### src/design/fss_pkg.sv
// Shared types, constants and the segment table of the display serializer.
// Used by the front, back and top-level modules; depends on nothing.
package fss_pkg;

  // Command codes carried by the action field.
  localparam logic ACT_POWER_ON = 1'b0;
  localparam logic ACT_SHOW     = 1'b1;

  // Fixed command bytes of the display controller.
  localparam logic [7:0] CMD_BRIGHT_FULL = 8'h8F;
  localparam logic [7:0] CMD_DATA_AUTO   = 8'h40;
  localparam logic [7:0] CMD_ADDR_ZERO   = 8'hC0;

  // Reciprocal of ten for a 16-bit dividend: q = (n * RECIP_TEN) >> RECIP_SHIFT.
  localparam logic [15:0] RECIP_TEN   = 16'hCCCD;
  localparam int          RECIP_SHIFT = 19;

  // Byte positions within a show command: the command bytes, then four digits.
  localparam logic [2:0] BYTE_FIRST  = 3'd0;
  localparam logic [2:0] BYTE_ADDR   = 3'd1;
  localparam logic [2:0] BYTE_THOU   = 3'd2;
  localparam logic [2:0] BYTE_HUND   = 3'd3;
  localparam logic [2:0] BYTE_TENS   = 3'd4;
  localparam logic [2:0] BYTE_UNITS  = 3'd5;

  localparam int JOB_QUEUE_DEPTH = 2;
  localparam int OUT_QUEUE_DEPTH = 2;

  typedef enum logic [1:0] {
    SYM_START = 2'd0,
    SYM_BIT   = 2'd1,
    SYM_ACK   = 2'd2,
    SYM_STOP  = 2'd3
  } symbol_t;

  // One classified command: digits are thousands, hundreds, tens, units (MSB first).
  typedef struct packed {
    logic        action;
    logic [15:0] digits;
  } job_t;

  // One line symbol as it leaves the back end.
  typedef struct packed {
    symbol_t symbol;
    logic    bit_value;
    logic    last;
  } sym_word_t;

  typedef enum logic [1:0] {
    FE_IDLE,
    FE_CONV,
    FE_PUSH
  } fe_state_t;

  typedef enum logic [2:0] {
    BE_IDLE,
    BE_START,
    BE_BIT,
    BE_ACK,
    BE_STOP
  } be_state_t;

  function automatic logic [7:0] seg_pattern(input logic [3:0] digit);
    logic [7:0] pat;
    unique case (digit)
      4'd0: pat = 8'h3F;
      4'd1: pat = 8'h06;
      4'd2: pat = 8'h5B;
      4'd3: pat = 8'h4F;
      4'd4: pat = 8'h66;
      4'd5: pat = 8'h6D;
      4'd6: pat = 8'h7D;
      4'd7: pat = 8'h07;
      4'd8: pat = 8'h7F;
      4'd9: pat = 8'h6F;
      default: pat = 8'h00;
    endcase
    return pat;
  endfunction

endpackage

### src/design/fss_fifo.sv
// Small synchronous queue with full and empty flags.
// Used for the job queue and the output queue; depends on nothing.
module fss_fifo #(
  parameter int WIDTH = 4,
  parameter int DEPTH = 2
) (
  input  logic             clk,
  input  logic             rst,
  input  logic             push,
  input  logic [WIDTH-1:0] wdata,
  output logic             full,
  input  logic             pop,
  output logic [WIDTH-1:0] rdata,
  output logic             empty
);

  localparam int PTR_W = (DEPTH > 1) ? $clog2(DEPTH) : 1;
  localparam int CNT_W = $clog2(DEPTH + 1);

  logic [WIDTH-1:0] mem [DEPTH];
  logic [PTR_W-1:0] wr_ptr;
  logic [PTR_W-1:0] rd_ptr;
  logic [CNT_W-1:0] count;
  logic             do_push;
  logic             do_pop;

  assign full    = (count == CNT_W'(DEPTH));
  assign empty   = (count == '0);
  assign do_push = push && !full;
  assign do_pop  = pop && !empty;
  assign rdata   = mem[rd_ptr];

  always_ff @(posedge clk) begin
    if (do_push) begin
      mem[wr_ptr] <= wdata;
    end
  end

  always_ff @(posedge clk) begin
    if (rst) begin
      wr_ptr <= '0;
      rd_ptr <= '0;
      count  <= '0;
    end else begin
      if (do_push) begin
        wr_ptr <= (wr_ptr == PTR_W'(DEPTH - 1)) ? '0 : wr_ptr + 1'b1;
      end
      if (do_pop) begin
        rd_ptr <= (rd_ptr == PTR_W'(DEPTH - 1)) ? '0 : rd_ptr + 1'b1;
      end
      unique case ({do_push, do_pop})
        2'b10:   count <= count + 1'b1;
        2'b01:   count <= count - 1'b1;
        default: count <= count;
      endcase
    end
  end

endmodule

### src/design/fss_front.sv
// Front end: accepts commands; splits a show number into four decimal digits.
// Depends on fss_pkg; feeds the job queue.
module fss_front
  import fss_pkg::*;
(
  input  logic        clk,
  input  logic        rst,
  input  logic        push,
  input  logic        action,
  input  logic [15:0] number,
  output logic        full,
  output logic        job_push,
  output job_t        job,
  input  logic        job_full
);

  fe_state_t   state;
  fe_state_t   state_next;
  logic        act;
  logic [15:0] rest;
  logic [15:0] digits;
  logic [1:0]  step;
  logic [31:0] prod;
  logic [12:0] quot;
  logic [15:0] rem_full;
  logic        accept;

  // One decimal digit per cycle: divide by ten through the reciprocal.
  assign prod     = rest * RECIP_TEN;
  assign quot     = prod[31:RECIP_SHIFT];
  assign rem_full = rest - {quot, 3'b000} - {2'b00, quot, 1'b0};

  assign full      = (state != FE_IDLE);
  assign accept    = push && !full;
  assign job.action = act;
  assign job.digits = digits;

  always_comb begin
    state_next = state;
    job_push   = 1'b0;
    unique case (state)
      FE_IDLE: begin
        if (accept) begin
          state_next = (action == ACT_SHOW) ? FE_CONV : FE_PUSH;
        end
      end
      FE_CONV: begin
        if (step == 2'd3) begin
          state_next = FE_PUSH;
        end
      end
      FE_PUSH: begin
        if (!job_full) begin
          job_push   = 1'b1;
          state_next = FE_IDLE;
        end
      end
      default: state_next = FE_IDLE;
    endcase
  end

  always_ff @(posedge clk) begin
    if (rst) begin
      state <= FE_IDLE;
      step  <= '0;
    end else begin
      state <= state_next;
      if (accept) begin
        step <= '0;
      end else if (state == FE_CONV) begin
        step <= step + 1'b1;
      end
    end
  end

  // The units digit comes out first and is shifted down into place; a fifth
  // digit is never formed, which leaves the number modulo 10000.
  always_ff @(posedge clk) begin
    if (accept) begin
      act    <= action;
      rest   <= number;
      digits <= '0;
    end else if (state == FE_CONV) begin
      rest   <= {3'b000, quot};
      digits <= {rem_full[3:0], digits[15:4]};
    end
  end

endmodule

### src/design/fss_back.sv
// Back end: walks a job's line frames; one symbol per cycle unless stalled.
// Depends on fss_pkg; reads the job queue and writes the output queue.
module fss_back
  import fss_pkg::*;
(
  input  logic      clk,
  input  logic      rst,
  input  job_t      job_in,
  input  logic      job_empty,
  output logic      job_pop,
  output logic      out_push,
  output sym_word_t out_word,
  input  logic      out_full
);

  be_state_t  state;
  be_state_t  state_next;
  job_t       job;
  logic [2:0] byte_idx;
  logic [2:0] byte_idx_next;
  logic [2:0] bit_cnt;
  logic [2:0] bit_cnt_next;
  logic [7:0] cur_byte;
  logic       emit;
  logic       second_frame;

  always_comb begin
    unique case (byte_idx)
      BYTE_FIRST: cur_byte = (job.action == ACT_SHOW) ? CMD_DATA_AUTO : CMD_BRIGHT_FULL;
      BYTE_ADDR:  cur_byte = CMD_ADDR_ZERO;
      BYTE_THOU:  cur_byte = seg_pattern(job.digits[15:12]);
      BYTE_HUND:  cur_byte = seg_pattern(job.digits[11:8]);
      BYTE_TENS:  cur_byte = seg_pattern(job.digits[7:4]);
      BYTE_UNITS: cur_byte = seg_pattern(job.digits[3:0]);
      default:    cur_byte = 8'h00;
    endcase
  end

  // A show command follows its first stop with the display frame.
  assign second_frame = (byte_idx == BYTE_FIRST) && (job.action == ACT_SHOW);
  assign emit         = (state != BE_IDLE) && !out_full;
  assign out_push     = emit;

  always_comb begin
    out_word.symbol    = SYM_START;
    out_word.bit_value = 1'b0;
    out_word.last      = 1'b0;
    unique case (state)
      BE_START: out_word.symbol = SYM_START;
      BE_BIT: begin
        out_word.symbol    = SYM_BIT;
        out_word.bit_value = cur_byte[bit_cnt];
      end
      BE_ACK:  out_word.symbol = SYM_ACK;
      BE_STOP: begin
        out_word.symbol = SYM_STOP;
        out_word.last   = !second_frame;
      end
      default: out_word.symbol = SYM_START;
    endcase
  end

  always_comb begin
    state_next    = state;
    byte_idx_next = byte_idx;
    bit_cnt_next  = bit_cnt;
    job_pop       = 1'b0;
    unique case (state)
      BE_IDLE: begin
        if (!job_empty) begin
          job_pop       = 1'b1;
          byte_idx_next = BYTE_FIRST;
          state_next    = BE_START;
        end
      end
      BE_START: begin
        if (emit) begin
          bit_cnt_next = '0;
          state_next   = BE_BIT;
        end
      end
      BE_BIT: begin
        if (emit) begin
          bit_cnt_next = bit_cnt + 1'b1;
          if (bit_cnt == 3'd7) begin
            state_next = BE_ACK;
          end
        end
      end
      BE_ACK: begin
        if (emit) begin
          if (byte_idx == BYTE_FIRST || byte_idx == BYTE_UNITS) begin
            state_next = BE_STOP;
          end else begin
            byte_idx_next = byte_idx + 1'b1;
            bit_cnt_next  = '0;
            state_next    = BE_BIT;
          end
        end
      end
      BE_STOP: begin
        if (emit) begin
          if (second_frame) begin
            byte_idx_next = BYTE_ADDR;
            state_next    = BE_START;
          end else if (!job_empty) begin
            // Pick up the next job without returning to idle.
            job_pop       = 1'b1;
            byte_idx_next = BYTE_FIRST;
            state_next    = BE_START;
          end else begin
            state_next = BE_IDLE;
          end
        end
      end
      default: state_next = BE_IDLE;
    endcase
  end

  always_ff @(posedge clk) begin
    if (rst) begin
      state    <= BE_IDLE;
      byte_idx <= '0;
      bit_cnt  <= '0;
    end else begin
      state    <= state_next;
      byte_idx <= byte_idx_next;
      bit_cnt  <= bit_cnt_next;
    end
  end

  always_ff @(posedge clk) begin
    if (job_pop) begin
      job <= job_in;
    end
  end

endmodule

### src/design/four_digit_segment_display_serializer.sv
// Top level of the two-wire seven-segment display serializer.
// Depends on fss_pkg, fss_front, fss_fifo and fss_back.
//
//   channel   ports                               handshake
//   command   action, number                      push / full
//   symbol    symbol, bit_value, last             pop / empty
//
// A power-on command yields 11 symbols and a show command 58 symbols. The
// back end emits one symbol per cycle while the output queue has room, and
// that sequencer sets the sustained rate. The front end splits a number into
// decimal digits, one per cycle, and hands them to a two-word job queue.
// Reset (rst, synchronous) empties both queues and returns both ends to idle.
// A stalled output queue stops only the back end; the front end keeps taking
// commands until the job queue fills.
module four_digit_segment_display_serializer
  import fss_pkg::*;
#(
  parameter int JOB_DEPTH = JOB_QUEUE_DEPTH,
  parameter int OUT_DEPTH = OUT_QUEUE_DEPTH
) (
  input  logic        clk,
  input  logic        rst,
  input  logic        push,
  output logic        full,
  input  logic        action,
  input  logic [15:0] number,
  input  logic        pop,
  output logic        empty,
  output logic [1:0]  symbol,
  output logic        bit_value,
  output logic        last
);

  // Front end to job queue.
  logic      job_push;
  job_t      job_wr;
  logic      job_full;

  // Job queue to back end.
  job_t      job_rd;
  logic      job_empty;
  logic      job_pop;

  // Back end to output queue.
  logic      out_push;
  sym_word_t out_word;
  logic      out_full;
  sym_word_t out_head;

  // The front end classifies each command and splits a show number into digits.
  fss_front u_front (
    .clk      (clk),
    .rst      (rst),
    .push     (push),
    .action   (action),
    .number   (number),
    .full     (full),
    .job_push (job_push),
    .job      (job_wr),
    .job_full (job_full)
  );

  // The job queue lets the front end run ahead of a stalled back end.
  fss_fifo #(
    .WIDTH ($bits(job_t)),
    .DEPTH (JOB_DEPTH)
  ) u_job_queue (
    .clk   (clk),
    .rst   (rst),
    .push  (job_push),
    .wdata (job_wr),
    .full  (job_full),
    .pop   (job_pop),
    .rdata (job_rd),
    .empty (job_empty)
  );

  // The back end turns each job into its line symbols.
  fss_back u_back (
    .clk       (clk),
    .rst       (rst),
    .job_in    (job_rd),
    .job_empty (job_empty),
    .job_pop   (job_pop),
    .out_push  (out_push),
    .out_word  (out_word),
    .out_full  (out_full)
  );

  // The output queue holds finished symbols until the consumer pops them.
  fss_fifo #(
    .WIDTH ($bits(sym_word_t)),
    .DEPTH (OUT_DEPTH)
  ) u_out_queue (
    .clk   (clk),
    .rst   (rst),
    .push  (out_push),
    .wdata (out_word),
    .full  (out_full),
    .pop   (pop),
    .rdata (out_head),
    .empty (empty)
  );

  assign symbol    = out_head.symbol;
  assign bit_value = out_head.bit_value;
  assign last      = out_head.last;

endmodule
### config.mk
export PLATFORM = sky130hd
export DESIGN_NAME = four_digit_segment_display_serializer
export DESIGN_NICKNAME = d
export VERILOG_FILES = /design/src/design/fss_pkg.sv /design/src/design/fss_fifo.sv /design/src/design/fss_front.sv /design/src/design/fss_back.sv /design/src/design/four_digit_segment_display_serializer.sv
export SDC_FILE = /design/constraint.sdc
export NUM_CORES = 1
export LEC_CHECK = 0
export ABC_AREA = 1
export BUFFER_PORTS_ARGS = -buffer_cell sky130_fd_sc_hd__buf_2
export CAP_MARGIN = 20
export CORE_UTILIZATION = 65
export CTS_CLUSTER_SIZE = 25
export DETAILED_ROUTE_END_ITERATION = 8
export GPL_TIMING_DRIVEN = 1
export HOLD_SLACK_MARGIN = 0.15
export PLACE_DENSITY_LB_ADDON = 0.2
export SLEW_MARGIN = 20
export SYNTH_ARGS = -nofsm -noshare
export SYNTH_HDL_FRONTEND = slang
export SYNTH_SLANG_ARGS = --single-unit
### constraint.sdc
create_clock -name clk -period 10.2 [get_ports clk]
set_input_delay 2.55 -clock clk [delete_from_list [all_inputs] [get_ports clk]]
set_output_delay 2.55 -clock clk [all_outputs]
set_load 0.03 [all_outputs]
# Word level (Yosys, flattened, before mapping)
# Memory sizes are Yosys's and may differ from the RTL's. A register that Yosys moved wholly into a read port is not among the register bits.
# Cells that the tools add are included.
# W data, S select, Z words.
[op_classes]
addsub = 13
multipliers = 1
order_cmp = 1
n_eq_ne = 29
mux = 53
n_reduce_logical = 31
[op_table]
columns = ["op", "count"]
rows = [
  ["$mux W3", 17],
  ["$pmux W8 S6", 1],
  ["$mul A16 B16 Y32 const B", 1],
  ["$mux W16", 2],
  ["$mux W1", 19],
  ["$pmux W3 S3", 2],
  ["$pmux W3 S5", 1],
  ["$ne A2 B1 Y1 const B", 7],
  ["$eq A2 B2 Y1 const B", 6],
  ["$eq A3 B2 Y1 const B", 4],
  ["$eq A3 B3 Y1 const B", 4],
  ["$pmux W2 S3", 2],
  ["$reduce_bool A3 Y1", 3],
  ["$mux W2", 4],
  ["$mux W8", 1],
  ["$pmux W2 S2", 2],
  ["$reduce_bool A2 Y1", 4],
  ["$sub A4 B4 Y4", 2],
  ["$logic_and A1 B1 Y1", 7],
  ["$add A2 B1 Y2 const B", 3],
  ["$add A3 B1 Y3 const B", 2],
  ["$eq A2 B1 Y1 const B", 3],
  ["$eq A3 B1 Y1 const B", 2],
  ["$logic_not A1 Y1", 6],
  ["14 further kinds", 23],
]
[totals]
ff_bits = 54
mem_bits_rw = 42
mem_bits_ro = 448
input_bits = 21
output_inout_bits = 6
wordCells = 148
mem_count = 6
[memory_table]
columns = ["name", "words", "width", "read_ports", "rd_clocked_by_memory_dff", "write_ports", "line_no", "source"]
rows = [
  ["(no name shown)", 16, 7, 1, 0, 0, "fss_pkg.sv:65", "unique case (digit)"],
  ["(no name shown)", 16, 7, 1, 0, 0, "fss_pkg.sv:65", ""],
  ["(no name shown)", 16, 7, 1, 0, 0, "fss_pkg.sv:65", ""],
  ["(no name shown)", 16, 7, 1, 0, 0, "fss_pkg.sv:65", ""],
  ["u_job_queue.mem", 2, 17, 1, 1, 1, "fss_fifo.sv:20", "logic [WIDTH-1:0] mem [DEPTH];"],
  ["u_out_queue.mem", 2, 4, 1, 1, 1, "fss_fifo.sv:20", ""],
]

# Longest topological paths before layout
[logic_depth]
ltp_word = 8
mapped_depth = 29
mapped_depth_nobuf = 29

# Hierarchy
# A second synthesis with hierarchy kept.
[hier_totals]
hier_cells = 1350
hier_area_um2 = 11891.4
[by_module_without_submodules]
columns = ["module", "instances", "cells_per_inst", "area_per_inst_um2", "seq_area_each_um2"]
rows = [
  ["fss_front", 1, 774, 6580.1, 910.9],
  ["fss_back", 1, 431, 3231.8, 1251.2],
  ["fss_fifo at u_job_queue", 1, 93, 1531.5, 1121.1],
  ["fss_fifo at u_out_queue", 1, 52, 548.0, 340.3],
]

# Worst setup path after synthesis
# No wires, ideal clock.
[synth_timing]
path_kind = "flip-flop to flip-flop"
from = "reg u_front.rest[3]"
to = "reg u_front.digits[15]"
setup_ns = 0.109
arrival_time_ns = 5.260
t_required_ns = 10.091
slack_ns = 4.831
stages_incl_launch_ff = 27
path_buffers = 0
synth_period_minus_slack_ns = 5.369
cell_sequence = "edfxtp_1 > ha_1 > inv_1 > fa_1 > inv_1 > fa_1 > fa_1 > fa_1 > inv_1 > fa_1 > inv_1 > ha_1 > a21o_1 > nand3_1 > nand2_1 > nor2_1 > nand2_1 > xor2_1 > ha_1 > xnor2_1 > inv_1 > nand3_2 > nand2_1 > nand2_1 > nand3_1 > nand2_1 > inv_1"
[synth_between]
elab_chain_len = 3
[synth_rtl]
columns = ["item", "line_no", "source"]
rows = [
  ["start, declared", "fss_front.sv:20", "logic [15:0] rest;"],
  ["start signal, assigned", "fss_front.sv:81", "rest <= number;"],
  ["start signal, assigned", "fss_front.sv:84", "rest <= {3'b000, quot};"],
  ["$mul A16 B16 Y32", "fss_front.sv:29", "assign prod = rest * RECIP_TEN;"],
  ["$sub A4 B4 Y4", "fss_front.sv:31", "assign rem_full = rest - {quot, 3'b000} - {2'b00, quot, 1'b0};"],
  ["$sub A4 B4 Y4 *", "fss_front.sv:31", ""],
  ["end signal, assigned", "fss_front.sv:85", "digits <= {rem_full[3:0], digits[15:4]};"],
  ["end, declared", "fss_front.sv:21", "logic [15:0] digits;"],
]
# Mark *: on every way between the ends. The rest lies on a longest branch, timed or not.
# A chain may end at the register's enable or synchronous reset.

# Worst setup path in the final report
# Ends and elaborated chain as after synthesis.

==> impl_metrics.py <==
metrics = {
    "worst_setup_path": {
        "required_ps": 10520,
        "end_kind": "flip-flop",
        "crit_fanout": 6,
        "crit_top_cell": "inv_1",
        "slowest_delay_ps": 550,
        "critPathArrivalTime_ps": 6260,
        "worstSetupStartpointType": "flip-flop",
        "cp_slowest_cell": "fa_1",
        "critPathKind": "reg2reg",
    },
    "clocking": {
        "cts_tree": "built",
        "cts_root_buffer": "clkbuf_16",
        "clock_sinks": 114,
        "ctsHoldBuffers": 0,
        "cts_buffers": 17,
        "cts_setup_buffers": 0,
        "clk_latency_ps": 410,
        "clock_path_buffers": 2,
        "clk_pin_slew_worst_paths_ps": 60,
        "htree_levels": 4,
        "cts_resized": 0,
    },
    "job": {
        "maxCapViolations": 0,
    },
    "synthesis": {
        "ys_seq_elements": 114,
        "yosysWarnings": 0,
        "synth_common_cells": "inv_1, nand2_1, ha_1",
        "synth_top_area_cell": "edfxtp_1",
        "synth.most_common_cell": "inv_1",
        "syn_nets": 1469,
        "synth_top_family_by_area": "adder cells",
        "synth_compound_area_share_pct": 8.25,
        "yosys.area.top_type_share_pct": 21.8,
        "synth_ff_type": "edfxtp_1",
        "synthXorXnorAreaFrac_pct": 1.30,
        "synth.area.top_cells": "edfxtp_1, ha_1, fa_1",
        "netlist_area_mm2": 0.0105,
        "synthDistinctLibCells": 43,
        "synthArstFlopShare_pct": 0,
        "synthSimpleGateAreaFrac_pct": 16.1,
        "ys_seq_area_share_pct": 29.1,
        "avgSynthCellArea_um2": 8.72,
        "synthCells": 1200,
        "synth-edff-count": 76,
        "synthMuxAreaShare_pct": 0.430,
        "synthAdderAreaFrac_pct": 35.4,
    },
    "hold_path": {
        "min_path_type": "reg2reg",
    },
    "global_routing": {
        "grt_max_degree": 33,
        "grt_pass1_vias": 7742,
        "grt_usage_pct": 31.6,
        "overflow": 0,
        "antenna_found_initial": 0,
        "grt_pass1_wl_um": 39000,
    },
    "placed_design": {
        "dp_hpwl_um": 19600,
        "place.gp.congestion": 0.967,
        "placed_area_mm2": 0.0109,
        "io_buffer_count": 26,
    },
    "sta": {
        "drv_slew": 0,
        "tightestPinTransition_ps": 896,
        "final-setup-viol-count": 0,
        "max_freq_mhz": 168,
        "hold_violations": 0,
        "fin_skew_ps": 8.37,
        "period_minus_slack_ps": 5950,
        "rsz0062_at_grt": "no",
        "final.period_utilization_pct": 58.3,
        "setup_tns_ps": 0,
        "relSlewSlack_pct": 40.2,
    },
    "detailed_routing": {
        "firstDrtPassIters": 8,
        "vias": 8060,
        "antenna_left": 0,
        "vias_per_cell": 5.50,
        "drt-wirelength-per-cell_um": 16.8,
        "drt_wl_total_um": 24600,
        "drc": 0,
        "drt_iter0_markers": 651,
    },
    "floorplan": {
        "die_x_um": 129,
        "pin_count": 27,
        "die_area_mm2": 0.0166,
        "start_util_pct": 66.1,
        "coreArea_mm2": 0.0158,
        "rows": 46,
        "dieHeight_um": 129,
    },
    "final_layout": {
        "utilization_pct": 72.2,
        "layout-drive-gt1-share_pct": 6.96,
        "antenna_cells": 0,
        "area_delta_synth_final_pct": 9.22,
        "final_cell_area_mm2": 0.0114,
        "nets": 1506,
    },
    "run_status": {
        "outcome": "finished clean",
    },
}
[critical path, delay by kind of cell, from the launching register on]
family,cells,cell delay [ps]
adder cells (fa/ha/maj),8,3640
buffers and inverters,6,330
AND/OR/NAND/NOR,9,740
flip-flops,1,540
XOR/XNOR,2,410
AO/OA/AOI/OAI,1,190
[cell type report]
class | count | area (um^2)
Clock buffer | 18 | 429
Timing Repair Buffer | 30 | 160
Fill cell | 1238 | 4390
Clock inverter | 14 | 154
Multi-Input combinational cell | 823 | 6430
Sequential cell | 114 | 3040
Inverter | 251 | 942
Tap cell | 216 | 270
[worst paths after layout]
| check | from | to | slack [ps] | cells after the start |
|---|---|---|---|---|
| min | u_front.digits[2] | u_job_queue.mem[1][2] | 460 | 0 |
| max | u_front.rest[3] | u_front.digits[15] | 4250 | 26 |
| min reg2reg | u_front.digits[2] | u_job_queue.mem[1][2] | 460 | 0 |
| max reg2reg | u_front.rest[3] | u_front.digits[15] | 4250 | 26 |
[routing by layer]
layer  vias to the layer above  GRT usage (%)  wire length (um)  part of all wire [%]
li1                       3932              -                 -                     -
met1                      3810           45.4             11500                    47
met2                       286           48.8             10800                    44
met3                        32           7.07              1830                   7.5
met4                         0           7.27               386                   1.6
met5                         -              0                 0                     0
[state kept, by name, indices dropped and copies added (netlist names), named ones only]
| name | flops |
|---|---|
| u_front.rest | 16 |
| u_job_queue.rd_ptr | 1 |
| u_out_queue.rd_ptr | 1 |
| u_front.state | 2 |
| u_job_queue.wr_ptr | 1 |
| u_front.act | 1 |
| u_back.byte_idx | 3 |
| u_front.digits | 16 |
| u_out_queue.wr_ptr | 1 |
| u_out_queue.mem | 8 |
| u_out_queue.count | 2 |
| u_back.bit_cnt | 3 |
| u_job_queue.count | 2 |
| u_back.state | 3 |
| u_back.job | 17 |
| u_front.step | 2 |
| u_job_queue.mem | 34 |
[cell usage in the layout, fill, tap and decap left out, drive strengths merged, types with 11 or more instances in the layout]
cell | netlist | routed
ha | 168 | 168
nand3 | 44 | 44
nand4 | 11 | 11
inv | 249 | 253
fa | 80 | 80
nand2 | 245 | 245
a21oi | 73 | 73
edfxtp | 76 | 76
o21ai | 48 | 48
clkbuf | 10 | 18
dfxtp | 38 | 38
buf | 2 | 30
nor2 | 81 | 81
[through the flow]
step	setup WS, ps	instances	hold slack (ps)
after detailed placement	4350	1434	438
final	4250	1466	456
after global routing	3960	1466	478
after CTS	4290	1466	460
after global placement	4440	1434	437
after floorplan	4830	1200	421
[logic make-up (layout without fill, tap and decap cells)]
group	after synthesis	count (layout)
buffers and inverters	263	313
adders and majority gates	248	248
DFF	114	114
AOI/OAI and AO/OA	154	154
and+or+nand+nor	403	403
muxes	4	4
xor gates and xnor gates	14	14
Power is left out: the tool's default activity adds up to more than one toggle a clock period on the data nets, which glitch-free logic cannot reach.
